[src/design/s2dec_pkg.sv]
// ----------------------------------------------------------------------------
// s2dec_pkg
// shared constants and controller/datapath types for the signed integer to
// decimal ascii converter
// ----------------------------------------------------------------------------
`default_nettype none

package s2dec_pkg;

    localparam int unsigned VALUE_W     = 32;
    localparam int unsigned CHAR_W      = 8;
    localparam int unsigned DIGIT_W     = 4;
    localparam int unsigned NUM_DIGITS  = 10;
    localparam int unsigned IDX_W       = $clog2(NUM_DIGITS + 1);

    localparam logic [CHAR_W-1:0]  CH_ZERO  = 8'h30;
    localparam logic [CHAR_W-1:0]  CH_MINUS = 8'h2D;

    // floor(x / 10) == (x * RECIP_TEN) >> RECIP_SHIFT for every 32-bit x
    localparam logic [VALUE_W-1:0] RECIP_TEN   = 32'hCCCC_CCCD;
    localparam int unsigned        RECIP_SHIFT = 35;

    typedef struct packed {
        logic load;
        logic div_step;
        logic emit_sign;
        logic emit_digit;
    } t_cmd;

    typedef struct packed {
        logic quot_zero;
        logic sign_pending;
        logic last_digit;
    } t_status;

endpackage

`default_nettype wire

[src/design/s2dec_ctrl.sv]
// ----------------------------------------------------------------------------
// s2dec_ctrl
// controller: sequences load, divide steps and character emission, and
// owns the input ready and output valid handshakes
// ----------------------------------------------------------------------------
`default_nettype none

module s2dec_ctrl (
    input  wire logic                i_clk,
    input  wire logic                i_rst_n,
    input  wire logic                i_in_valid,
    output logic                     o_in_ready,
    output logic                     o_out_valid,
    input  wire logic                i_out_ready,
    output s2dec_pkg::t_cmd          o_cmd,
    input  wire s2dec_pkg::t_status  i_status
);

    localparam logic [1:0] ST_IDLE = 2'd0;
    localparam logic [1:0] ST_DIV  = 2'd1;
    localparam logic [1:0] ST_EMIT = 2'd2;

    logic [1:0] r_state, n_state;
    logic       r_out_valid, n_out_valid;
    logic       w_slot_free;

    assign w_slot_free = !r_out_valid || i_out_ready;

    always_comb begin
        n_state     = r_state;
        n_out_valid = r_out_valid && !i_out_ready;
        o_cmd       = '0;
        o_in_ready  = 1'b0;
        case (r_state)
            ST_IDLE: begin
                o_in_ready = 1'b1;
                if (i_in_valid) begin
                    o_cmd.load = 1'b1;
                    n_state    = ST_DIV;
                end
            end
            ST_DIV: begin
                o_cmd.div_step = 1'b1;
                if (i_status.quot_zero) begin
                    n_state = ST_EMIT;
                end
            end
            ST_EMIT: begin
                if (w_slot_free) begin
                    n_out_valid = 1'b1;
                    if (i_status.sign_pending) begin
                        o_cmd.emit_sign = 1'b1;
                    end else begin
                        o_cmd.emit_digit = 1'b1;
                        if (i_status.last_digit) begin
                            n_state = ST_IDLE;
                        end
                    end
                end
            end
            default: begin
                n_state = ST_IDLE;
            end
        endcase
    end

    always_ff @(posedge i_clk) begin
        if (!i_rst_n) begin
            r_state     <= ST_IDLE;
            r_out_valid <= 1'b0;
        end else begin
            r_state     <= n_state;
            r_out_valid <= n_out_valid;
        end
    end

    assign o_out_valid = r_out_valid;

endmodule

`default_nettype wire

[config.mk]
export PLATFORM = sky130hd
export DESIGN_NAME = s2dec_ctrl
export DESIGN_NICKNAME = d
export VERILOG_FILES = /design/src/design/s2dec_pkg.sv /design/src/design/s2dec_ctrl.sv
export SDC_FILE = /design/constraint.sdc
export NUM_CORES = 1
export LEC_CHECK = 0
export ABC_CLOCK_PERIOD_IN_PS = 900
export BUFFER_PORTS_ARGS = -buffer_cell sky130_fd_sc_hd__buf_4
export CAP_MARGIN = 0
export CORE_AREA = 2 2 39 41
export DETAILED_ROUTE_END_ITERATION = 7
export DIE_AREA = 0 0 41 43
export HOLD_SLACK_MARGIN = 0.15
export PLACE_DENSITY_LB_ADDON = 0.25
export SLEW_MARGIN = 0
export SYNTH_ARGS = -nofsm -noshare
export SYNTH_HDL_FRONTEND = slang
export SYNTH_SLANG_ARGS = --single-unit
[constraint.sdc]
create_clock -name i_clk -period 0.9 [get_ports i_clk]
set_input_delay 0.045 -clock i_clk [delete_from_list [all_inputs] [get_ports i_clk]]
set_output_delay 0.045 -clock i_clk [all_outputs]
set_load 0.02 [all_outputs]
==> impl_metrics.sql, run 1 <==
INSERT INTO impl_metrics (metric_group, metric, value, unit) VALUES
('floorplanning', 'initial_utilization', '0.133', ''),
('placement', 'globalplace.congestion', '0.625', ''),
('setup_path', 'cp.required', '0.85', 'ns'),
('pwr', 'total_power', '0.530', 'mW'),
('setup_path', 'timing_worst_setup_path_type', 'register to primary output', ''),
('floorplanning', 'die_height', '43', 'um'),
('run', 'cap_violations', '0', ''),
('sta', 'rsz_0062_raised_after_global_routing', 'true', ''),
('global_route', 'grt_pass1_vias', '226', ''),
('outcome', 'violations_in_the_final_reports', 'setup timing', ''),
('placement', 'placement.cell_area', '315', 'um^2'),
('final_layout', 'n_fill_cell', '152', ''),
('logic_synthesis', 'postSynthNetCount', '27', ''),
('global_route', 'grt_max_degree', '5', ''),
('setup_path', 'path_max_fanout', '4', ''),
('final_layout', 'num-nets-final', '48', ''),
('placement', 'place.detailed.hpwl', '412', 'um'),
('final_layout', 'antenna_cells', '0', ''),
('placement', 'portBuffers', '12', ''),
('sta', 'report.final.slew_viol_count', '0', ''),
('sta', 'finalCritPeriodShare', '1.22', ''),
('clock_network', 'cts.reportedPaths.clkPinSlew', '0.04', 'ns'),
('logic_synthesis', 'yosysUniqueCellTypes', '15', ''),
('global_route', 'number_of_antenna_violations_at_the_first_check_in_global_routing', '0', ''),
('final_layout', 'drive_above_1_share', '0.750', ''),
('routing', 'ant_nets', '0', ''),
('routing', 'iter_0_drt_violations', '2', ''),
('logic_synthesis', 'synth-seq-area-share', '0.327', ''),
('final_layout', 'final_common_cell', 'buf_4', ''),
('sta', 'setup_ws', '-0.197', 'ns'),
('floorplanning', 'fp.dieW', '41', 'um'),
('pwr', 'pwr_density_cell', '1370', 'nW/um^2'),
('logic_synthesis', 'synthCells', '20', ''),
('sta', 'finalSetupViolCount', '5', ''),
('logic_synthesis', 'yosysWarnings', '0', ''),
('setup_path', 'cp_endpoint_kind', 'primary output', ''),
('pwr', 'power.leakage', '0.178', 'nW'),
('placement', 'placedCellCount', '50', ''),
('global_route', 'grt_use_total', '0.0782', ''),
('final_layout', 'area_delta_synth_final', '111', '%'),
('clock_network', 'cts-root-buf', 'clkbuf_4', ''),
('final_layout', 'seqCellArea', '63.8', 'um^2'),
('final_layout', 'most_frequent_cells_in_the_layout', 'buf_4, clkbuf_4, dfxtp_2, buf_6', ''),
('floorplanning', 'fp-row-count', '14', ''),
('floorplanning', 'num_io_pins', '13', ''),
('routing', 'avgViaCountPerCell', '3.77', ''),
('routing', 'finalWirelength', '535', 'um'),
('clock_network', 'cts_hold_repair.buffers', '2', ''),
('setup_path', 'r2r.worst_path.cells', '3', ''),
('clock_network', 'tritoncts_num_sinks', '3', ''),
('final_layout', 'final-instance-count-excl-fill', '56', ''),
('global_route', 'grt_first_pass_wirelength', '855', 'um'),
('routing', 'route.detailed.wl_per_inst', '9.55', 'um'),
('sta', 'max_slew.worst_pin.slew', '0.167', 'ns'),
('clock_network', 'cts-buffers-inserted', '3', ''),
('clock_network', 'number_of_buffers_on_the_longest_clock_path', '2', ''),
('setup_path', 'worst-endpoint-arrival', '1.05', 'ns'),
('floorplanning', 'core_region_area', '1380', 'um^2'),
('hold_path', 'worstHoldPathCells', '3', ''),
('clock_network', 'clock_insertion_delay_worst_skew', '0.23', 'ns'),
('outcome', 'run_status', 'complete, but fails checks', ''),
('clock_network', 'clock_tree_from_tritoncts', 'yes', ''),
('sta', 'fin_skew', '0.00150', 'ns'),
('hold_path', 'holdCritPathClass', 'primary input to register', ''),
('logic_synthesis', 'mappedNetlistArea', '184', 'um^2'),
('routing', 'route.detailed.drc', '0', ''),
('global_route', 'grt-ovfl-total', '0', ''),
('sta', 'fin_crit', '1.10', 'ns'),
('routing', 'dr.pass1.iters', '2', ''),
('final_layout', 'final_cell_area', '388', 'um^2'),
('logic_synthesis', 'postSynthAreaPerCell', '9.20', 'um^2'),
('routing', 'via_count', '211', ''),
('pwr', 'power.ir.vdd_worst', '0.875', 'mV'),
('floorplanning', 'floorplan.die_area', '1760', 'um^2'),
('logic_synthesis', 'postSynthRegisterBits', '3', ''),
('setup_path', 'startpoint_type', 'register', ''),
('sta', 'fmax', '911', 'MHz'),
('sta', 'timing.final.hold_violations', '0', ''),
('clock_network', 'h-tree-depth', '1', ''),
('sta', 'slew-limit-headroom', '0.885', ''),
('final_layout', 'footprint_of_the_multi_input_gates', '134', 'um^2');
[per-layer routing]
layer  track usage  vias to the layer above  wire (um)
met5             0                        -          0
met4        0.0200                        0          0
met3        0.0838                        0         80
met2         0.122                       15        254
met1        0.0639                       91        201
li1              -                      105          -
[repair_timing]
item                                    CTS  global route
hold endpoints to repair                  3             1
gates resized for setup                   8             0
pin swaps                                 2             1
buffers inserted                          0             0
endpoints found under the setup margin    5             5
[synthesized netlist by cell type, drive strengths merged]
library cell	count	share of area
mux2i	1	0.054
nand3	1	0.027
nor3b	1	0.068
and3b	1	0.048
dfxtp	3	0.33
nor2	2	0.041
and3	1	0.034
a21boi	1	0.061
nand2b	1	0.075
nor2b	1	0.048
nand2	2	0.041
inv	2	0.041
and2b	1	0.054
and2	1	0.034
o21ai	1	0.048
[final timing paths]
kind	from	to	slack, ns
setup / recovery	r_state[1]$_SDFFE_PN0P_	o_cmd[1]	-0.20
hold / removal	i_out_ready	o_out_valid$_SDFF_PN0_	0.1
setup reg to reg	o_out_valid$_SDFF_PN0_	r_state[1]$_SDFFE_PN0P_	0.11
hold reg to reg	o_out_valid$_SDFF_PN0_	o_out_valid$_SDFF_PN0_	0.49
[registers in the layout, summed over array words and instances (netlist names)]
signal and cells:
r_state 2, o_out_valid 1
[where the power goes]
group	switching (mW)	internal, mW	total, mW
clock	0.0681	0.166	0.234
sequential	0.0105	0.143	0.154
combinational	0.0570	0.0854	0.142
total	0.136	0.395	0.530
[through the flow]
step | setup WS (ns) | hold slack (ns) | utilization | setup TNS [ns]
finish | -0.197 | 0.100 | 0.280 | -0.648
global route | -0.268 | 0.0966 | 0.280 | -0.924
CTS | -0.214 | 0.0950 | 0.280 | -0.733
detailed placement | -0.0595 | 0.307 | 0.228 | -0.0779
global placement | 0.0258 | 0.298 | 0.228 | 0
floorplan | 0.00546 | 0.138 | - | 0
[area by class of cell]
cell class	count	area share
inverter	2	0.0194
tap	16	0.0516
timing repair buffer	16	0.352
clock buffer	4	0.0677
sequential	3	0.165
multi-input combinational	15	0.345
[worst max-delay path, stage by stage (launching register included)]
cell and delay [ns]:
dfxtp_2 0.34, nor2b_4 0.17, and3_4 0.20, buf_6 0.11
[kinds of logic (layout without fill, tap and decap cells)]
kind of cell	Yosys count	after routing	share of synthesized area
AO/OA/AOI/OAI	2	2	0.109
buffers and inverters	2	22	0.0408
flip-flops	3	3	0.327
multiplexers	1	1	0.0544
AND/OR/NAND/NOR	12	12	0.469
(Power assumes the default switching activity.)
==> run 2, diff against run 1 <==
- MAX_ROUTING_LAYER: default -> met4
==> run 2 against run 1 <==
  * The run still ends with setup timing left
  * Sequential share of layout area unchanged
  * Worst hold slack is essentially flat
  * Global-route usage rose by 0.19 points
  * Flip-flop and latch count is the same
  * Final cell count unchanged
  * Combinational power is essentially flat
  * Count of clock-buffer cells in the layout did not move
==> impl_metrics.sql, run 2 (synthesized netlist as in run 1, its figures left out) <==
INSERT INTO impl_metrics (metric_group, metric, value, unit) VALUES
('setup_path', 'r2r.worst_path.cells', '3', ''),
('floorplanning', 'die_height', '43', 'um'),
('placement', 'globalplace.congestion', '0.630', ''),
('placement', 'place.detailed.hpwl', '412', 'um'),
('placement', 'dpl_worst_slack', '-0.0595', 'ns'),
('sta', 'max_slew.worst_pin.slew', '0.167', 'ns'),
('setup_path', 'timing.critical_path.cells', 'nor2b_4 > and3_4 > buf_6', ''),
('global_route', 'grt_use_total', '0.0801', ''),
('global_route', 'grt_first_pass_wirelength', '855', 'um'),
('outcome', 'run_status', 'complete, but fails checks', ''),
('routing', 'via_count', '211', ''),
('hold_path', 'holdCritPathClass', 'primary input to register', ''),
('global_route', 'grt-ovfl-total', '0', ''),
('routing', 'ant_nets', '0', ''),
('setup_path', 'crit_path_top_delay_cell', 'dfxtp_2', ''),
('pwr', 'power.leakage', '0.178', 'nW'),
('clock_network', 'tritoncts_num_sinks', '3', ''),
('pwr', 'pwr_density_cell', '1370', 'nW/um^2'),
('final_layout', 'area_delta_synth_final', '111', '%'),
('routing', 'wirelength_met1', '208', 'um'),
('floorplanning', 'core_region_area', '1380', 'um^2'),
('routing', 'route.detailed.wl_per_inst', '9.55', 'um'),
('final_layout', 'num-nets-final', '48', ''),
('floorplanning', 'fp-row-count', '14', ''),
('setup_path', 'slowest_delay', '0.34', 'ns'),
('clock_network', 'number_of_buffers_on_the_longest_clock_path', '2', ''),
('final_layout', 'seqCellArea', '63.8', 'um^2'),
('floorplanning', 'fp.dieW', '41', 'um'),
('routing', 'met2WireLength', '254', 'um'),
('sta', 'rsz_0062_raised_after_global_routing', 'true', ''),
('routing', 'route.detailed.drc', '0', ''),
('routing', 'finalWirelength', '535', 'um'),
('sta', 'timing.final.hold_violations', '0', ''),
('clock_network', 'post_cts_buffers', '0', ''),
('floorplanning', 'initial_utilization', '0.133', ''),
('sta', 'setup_ws', '-0.198', 'ns'),
('setup_path', 'path_max_fanout', '4', ''),
('clock_network', 'h-tree-depth', '1', ''),
('floorplanning', 'floorplan.die_area', '1760', 'um^2'),
('routing', 'iter_0_drt_violations', '2', ''),
('final_layout', 'most_frequent_cells_in_the_layout', 'buf_4, clkbuf_4, dfxtp_2, buf_6', ''),
('sta', 'finalCritPeriodShare', '1.22', ''),
('routing', 'avgViaCountPerCell', '3.77', ''),
('sta', 'slew-limit-headroom', '0.885', ''),
('setup_path', 'cp.required', '0.85', 'ns'),
('outcome', 'violations_in_the_final_reports', 'setup timing', ''),
('hold_path', 'worstHoldPathCells', '3', ''),
('final_layout', 'drive_above_1_share', '0.750', ''),
('clock_network', 'cts_hold_repair.buffers', '2', ''),
('sta', 'finalSetupViolCount', '5', ''),
('sta', 'fmax', '911', 'MHz'),
('sta', 'final.setup.tns', '-0.650', 'ns'),
('hold_path', 'min_from', 'i_out_ready', ''),
('final_layout', 'footprint_of_the_multi_input_gates', '134', 'um^2'),
('routing', 'highest-signal-layer', 'met3', ''),
('clock_network', 'clock_insertion_delay_worst_skew', '0.23', 'ns'),
('sta', 'fin_skew', '0.00154', 'ns'),
('final_layout', 'final_common_cell', 'buf_4', ''),
('pwr', 'power.ir.vdd_worst', '0.875', 'mV'),
('clock_network', 'cts-root-buf', 'clkbuf_4', ''),
('run', 'cap_violations', '0', ''),
('sta', 'report.final.slew_viol_count', '0', ''),
('placement', 'placedCellCount', '50', ''),
('setup_path', 'timing.rr.end', 'r_state[1]$_SDFFE_PN0P_', ''),
('setup_path', 'cp_endpoint_kind', 'primary output', ''),
('final_layout', 'final-instance-count-excl-fill', '56', ''),
('routing', 'met3RoutedLength', '72', 'um'),
('final_layout', 'n_fill_cell', '152', ''),
('final_layout', 'antenna_cells', '0', ''),
('setup_path', 'worst_r2r_startpoint', 'o_out_valid$_SDFF_PN0_', ''),
('hold_path', 'whs_endpoint', 'o_out_valid$_SDFF_PN0_', ''),
('routing', 'dr.pass1.iters', '2', ''),
('global_route', 'grt_pass1_vias', '226', ''),
('setup_path', 'startpoint_type', 'register', ''),
('pwr', 'total_power', '0.530', 'mW'),
('final_layout', 'registers.top_by_ff_count', 'r_state', ''),
('setup_path', 'timing_worst_setup_path_type', 'register to primary output', ''),
('global_route', 'number_of_antenna_violations_at_the_first_check_in_global_routing', '0', ''),
('setup_path', 'worst-endpoint-arrival', '1.05', 'ns'),
('global_route', 'grt_max_degree', '5', ''),
('clock_network', 'cts-buffers-inserted', '3', ''),
('clock_network', 'cts.reportedPaths.clkPinSlew', '0.04', 'ns'),
('clock_network', 'clock_tree_from_tritoncts', 'yes', ''),
('placement', 'portBuffers', '12', ''),
('floorplanning', 'num_io_pins', '13', ''),
('setup_path', 'setup.reg_to_reg.worst_slack', '0.11', 'ns'),
('sta', 'fin_crit', '1.10', 'ns'),
('final_layout', 'largest_register_ffs', '2', '');
## run 2: cell counts in the layout (fill, tap and decap cells not counted)
Identical to the previous run, type by type.
## run 2: repair_timing
action                                  CTS  global route
hold endpoints to repair                  3             1
pin swaps                                 2             1
endpoints found under the setup margin    5             5
gates resized for setup                   8             0
## run 2: how the worst max path moves through the flow
stage                             from        to  slack, ns  cells past startpoint
6_report       r_state[1]$_SDFFE_PN0P_  o_cmd[1]      -0.20                      3
5_1_grt        r_state[1]$_SDFFE_PN0P_  o_cmd[0]      -0.27                      4
4_1_cts        r_state[1]$_SDFFE_PN0P_  o_cmd[1]      -0.21                      3
3_5_place_dp   r_state[1]$_SDFFE_PN0P_  o_cmd[1]      -0.06                      3
3_3_place_gp   r_state[1]$_SDFFE_PN0P_  o_cmd[1]       0.03                      3
2_1_floorplan  r_state[0]$_SDFFE_PN0P_  o_cmd[3]      0.005                      2
## run 2: routing by layer
layer  vias up  GRT usage
li1        105          -
met1        91     0.0671
met2        15      0.122
met3         0     0.0785
met4         0     0.0200
met5         -          -
## run 2: layout make-up
class / count / area share
timing repair buffer: 16 / 0.352
tap: 16 / 0.0516
multi-input combinational: 15 / 0.345
inverter: 2 / 0.0194
clock buffer: 4 / 0.0677
sequential: 3 / 0.165
## run 2: through the flow
step	cell area, um^2	hold slack (ns)	util
5_1_grt	388	0.0966	0.280
6_report	388	0.0996	0.280
2_1_floorplan	190	0.138	-
3_5_place_dp	315	0.307	0.228
3_3_place_gp	315	0.298	0.228
4_1_cts	388	0.0950	0.280
## run 2: worst max-delay path: cells and delay by family (launching register included)
kind,cells,cell delay [ns]
buffers and inverters,1,0.11
flip-flops,1,0.34
AND/OR/NAND/NOR,2,0.37
## run 2: where the power goes
| group | leakage [nW] | internal [mW] | switching (mW) |
|---|---|---|---|
| Combinational | 0.138 | 0.0854 | 0.0570 |
| Clock | 0.0150 | 0.166 | 0.0683 |
| Sequential | 0.0258 | 0.143 | 0.0105 |
==> run 3, diff against run 2 <==
- SETUP_SLACK_MARGIN: default -> 0.15
==> run 3 against run 2 <==
  * The flow still finishes with violations (setup timing)
  * Fmax increased by 1.7%
  * Flip-flop and latch count unchanged
  * Final cell count increased by 5.4%
  * Combinational power increased by 19%
  * First-iteration DRC count increased by 100%
  * Routed wire length increased by 0.19%
  * Largest power group unchanged
==> impl_metrics.sql, run 3 (synthesized netlist as in run 1, its figures left out) <==
INSERT INTO impl_metrics (metric_group, metric, value, unit) VALUES
('placement', 'placedCellCount', '49', ''),
('routing', 'via_count', '221', ''),
('pwr', 'total_power', '0.567', 'mW'),
('hold_path', 'min_from', 'i_out_ready', ''),
('setup_path', 'r2r.worst_path.cells', '5', ''),
('placement', 'globalplace.congestion', '0.683', ''),
('pwr', 'power.leakage', '0.202', 'nW'),
('sta', 'max_slew.worst_pin.slew', '0.163', 'ns'),
('routing', 'route.detailed.wl_per_inst', '9.08', 'um'),
('setup_path', 'cp_num_buf_inv', '1', ''),
('floorplanning', 'num_io_pins', '13', ''),
('placement', 'placement.cell_area', '342', 'um^2'),
('final_layout', 'final_cell_area', '448', 'um^2'),
('global_route', 'grt-ovfl-total', '0', ''),
('setup_path', 'startpoint_type', 'register', ''),
('floorplanning', 'core_region_area', '1380', 'um^2'),
('global_route', 'grt_pass1_vias', '233', ''),
('setup_path', 'slowest_delay', '0.36', 'ns'),
('final_layout', 'final_common_cell', 'buf_4', ''),
('sta', 'fin_crit', '1.08', 'ns'),
('clock_network', 'cts-buffers-inserted', '3', ''),
('floorplanning', 'floorplan.die_area', '1760', 'um^2'),
('final_layout', 'registers.top_by_ff_count', 'r_state', ''),
('setup_path', 'worst_r2r_startpoint', 'r_state[0]$_SDFFE_PN0P_', ''),
('final_layout', 'footprint_of_the_multi_input_gates', '151', 'um^2'),
('setup_path', 'path_max_fanout', '4', ''),
('clock_network', 'cts.reportedPaths.clkPinSlew', '0.04', 'ns'),
('setup_path', 'cpLargestDelayFamily', 'flip-flops', ''),
('floorplanning', 'fp.dieW', '41', 'um'),
('setup_path', 'number_of_cells_on_the_critical_path', '3', ''),
('sta', 'fin_skew', '0.000747', 'ns'),
('final_layout', 'antenna_cells', '0', ''),
('sta', 'report.final.slew_viol_count', '0', ''),
('clock_network', 'clock_tree_from_tritoncts', 'yes', ''),
('floorplanning', 'fp-row-count', '14', ''),
('setup_path', 'timing.rr.end', 'o_out_valid$_SDFF_PN0_', ''),
('sta', 'fmax', '926', 'MHz'),
('clock_network', 'h-tree-depth', '1', ''),
('setup_path', 'timing.critical_path.cells', 'nor2b_4 > and3_4 > buf_6', ''),
('final_layout', 'finish.utilization', '0.324', ''),
('setup_path', 'cp-endpoint', 'o_cmd[1]', ''),
('setup_path', 'crit_path_top_delay_cell', 'dfxtp_4', ''),
('floorplanning', 'initial_utilization', '0.133', ''),
('routing', 'finalWirelength', '536', 'um'),
('setup_path', 'cp.required', '0.85', 'ns'),
('floorplanning', 'die_height', '43', 'um'),
('setup_path', 'timing_worst_setup_path_type', 'register to primary output', ''),
('global_route', 'number_of_antenna_violations_at_the_first_check_in_global_routing', '0', ''),
('final_layout', 'area_delta_synth_final', '144', '%'),
('sta', 'final.setup.tns', '-0.670', 'ns'),
('pwr', 'pwr_density_cell', '1270', 'nW/um^2'),
('routing', 'dr.pass1.iters', '2', ''),
('final_layout', 'seqCellArea', '68.8', 'um^2'),
('clock_network', 'tritoncts_num_sinks', '3', ''),
('setup_path', 'setup.reg_to_reg.worst_slack', '-0.03', 'ns'),
('final_layout', 'largest_register_ffs', '2', ''),
('sta', 'slew-limit-headroom', '0.888', ''),
('final_layout', 'drive_above_1_share', '0.814', ''),
('routing', 'ant_nets', '0', ''),
('sta', 'finalCritPeriodShare', '1.20', ''),
('outcome', 'run_status', 'complete, but fails checks', ''),
('routing', 'avgViaCountPerCell', '3.75', ''),
('sta', 'setup_ws', '-0.180', 'ns'),
('placement', 'portBuffers', '12', ''),
('sta', 'rsz_0062_raised_after_global_routing', 'true', ''),
('setup_path', 'startpoint', 'r_state[0]$_SDFFE_PN0P_', ''),
('global_route', 'grt_use_total', '0.0853', ''),
('outcome', 'violations_in_the_final_reports', 'setup timing', ''),
('clock_network', 'cts-root-buf', 'clkbuf_4', ''),
('setup_path', 'worst-endpoint-arrival', '1.03', 'ns'),
('pwr', 'power.ir.vdd_worst', '0.543', 'mV'),
('final_layout', 'n_fill_cell', '152', ''),
('final_layout', 'final-instance-count-excl-fill', '59', ''),
('setup_path', 'cp_endpoint_kind', 'primary output', ''),
('global_route', 'grt_max_degree', '5', ''),
('clock_network', 'number_of_buffers_on_the_longest_clock_path', '2', ''),
('global_route', 'grt_first_pass_wirelength', '883', 'um'),
('routing', 'route.detailed.drc', '0', ''),
('final_layout', 'num-nets-final', '51', ''),
('routing', 'iter_0_drt_violations', '4', ''),
('sta', 'finalSetupViolCount', '7', ''),
('sta', 'timing.final.hold_violations', '0', ''),
('hold_path', 'holdCritPathClass', 'primary input to register', ''),
('final_layout', 'most_frequent_cells_in_the_layout', 'buf_4, buf_6, clkbuf_4', ''),
('run', 'cap_violations', '0', ''),
('clock_network', 'clock_insertion_delay_worst_skew', '0.24', 'ns');
==> run 3: through the flow <==
stage | hold slack [ns] | setup WS [ns]
after floorplan | 0.122 | 0.101
after global placement | 0.292 | 0.0450
after detailed placement | 0.299 | 0.0384
after CTS | 0.0609 | -0.194
after global routing | 0.0805 | -0.241
final | 0.0968 | -0.180
==> run 3: tightest hold or removal path: stages <==
cell and delay [ns]:
buf_4 0.08, nand2b_4 0.13, a21boi_2 0.05
==> run 3: worst min-delay path by stage <==
stage                              endpoint  slack [ns]  cells after the start
CTS                 r_state[1]$_SDFFE_PN0P_        0.06                      3
global placement    r_state[1]$_SDFFE_PN0P_        0.29                      3
floorplan                          o_cmd[0]        0.12                      1
finish               o_out_valid$_SDFF_PN0_         0.1                      3
detailed placement  r_state[1]$_SDFFE_PN0P_        0.30                      3
global route         o_out_valid$_SDFF_PN0_        0.08                      3
==> run 3: area by class of cell <==
type | instances | share of cell area
timing repair buffer | 19 | 0.388
multi-input combinational | 15 | 0.338
sequential | 3 | 0.154
clock buffer | 4 | 0.0587
tap | 16 | 0.0447
inverter | 2 | 0.0168
==> run 3: where the power goes <==
group	total, mW	switching [mW]	internal [mW]
Sequential	0.152	0.0124	0.140
Combinational	0.169	0.0639	0.105
Clock	0.246	0.0796	0.167
==> run 3: layer usage <==
| layer | vias to the layer above | part of all wire | GRT usage |
|---|---|---|---|
| li1 | 112 | - | - |
| met1 | 96 | 0.41 | 0.0769 |
| met2 | 13 | 0.47 | 0.106 |
| met3 | 0 | 0.12 | 0.0838 |
| met4 | 0 | 0 | 0.0600 |
| met5 | - | 0 | - |
==> run 3: timing repair <==
action / in CTS / in global routing
pin swaps: 1 / 2
gates cloned: 0 / 0
endpoints found under the setup margin: 9 / 9
resized for setup: 8 / 1
hold buffers: 1 / 1
hold endpoints to repair: 3 / 3
setup buffers: 3 / 1
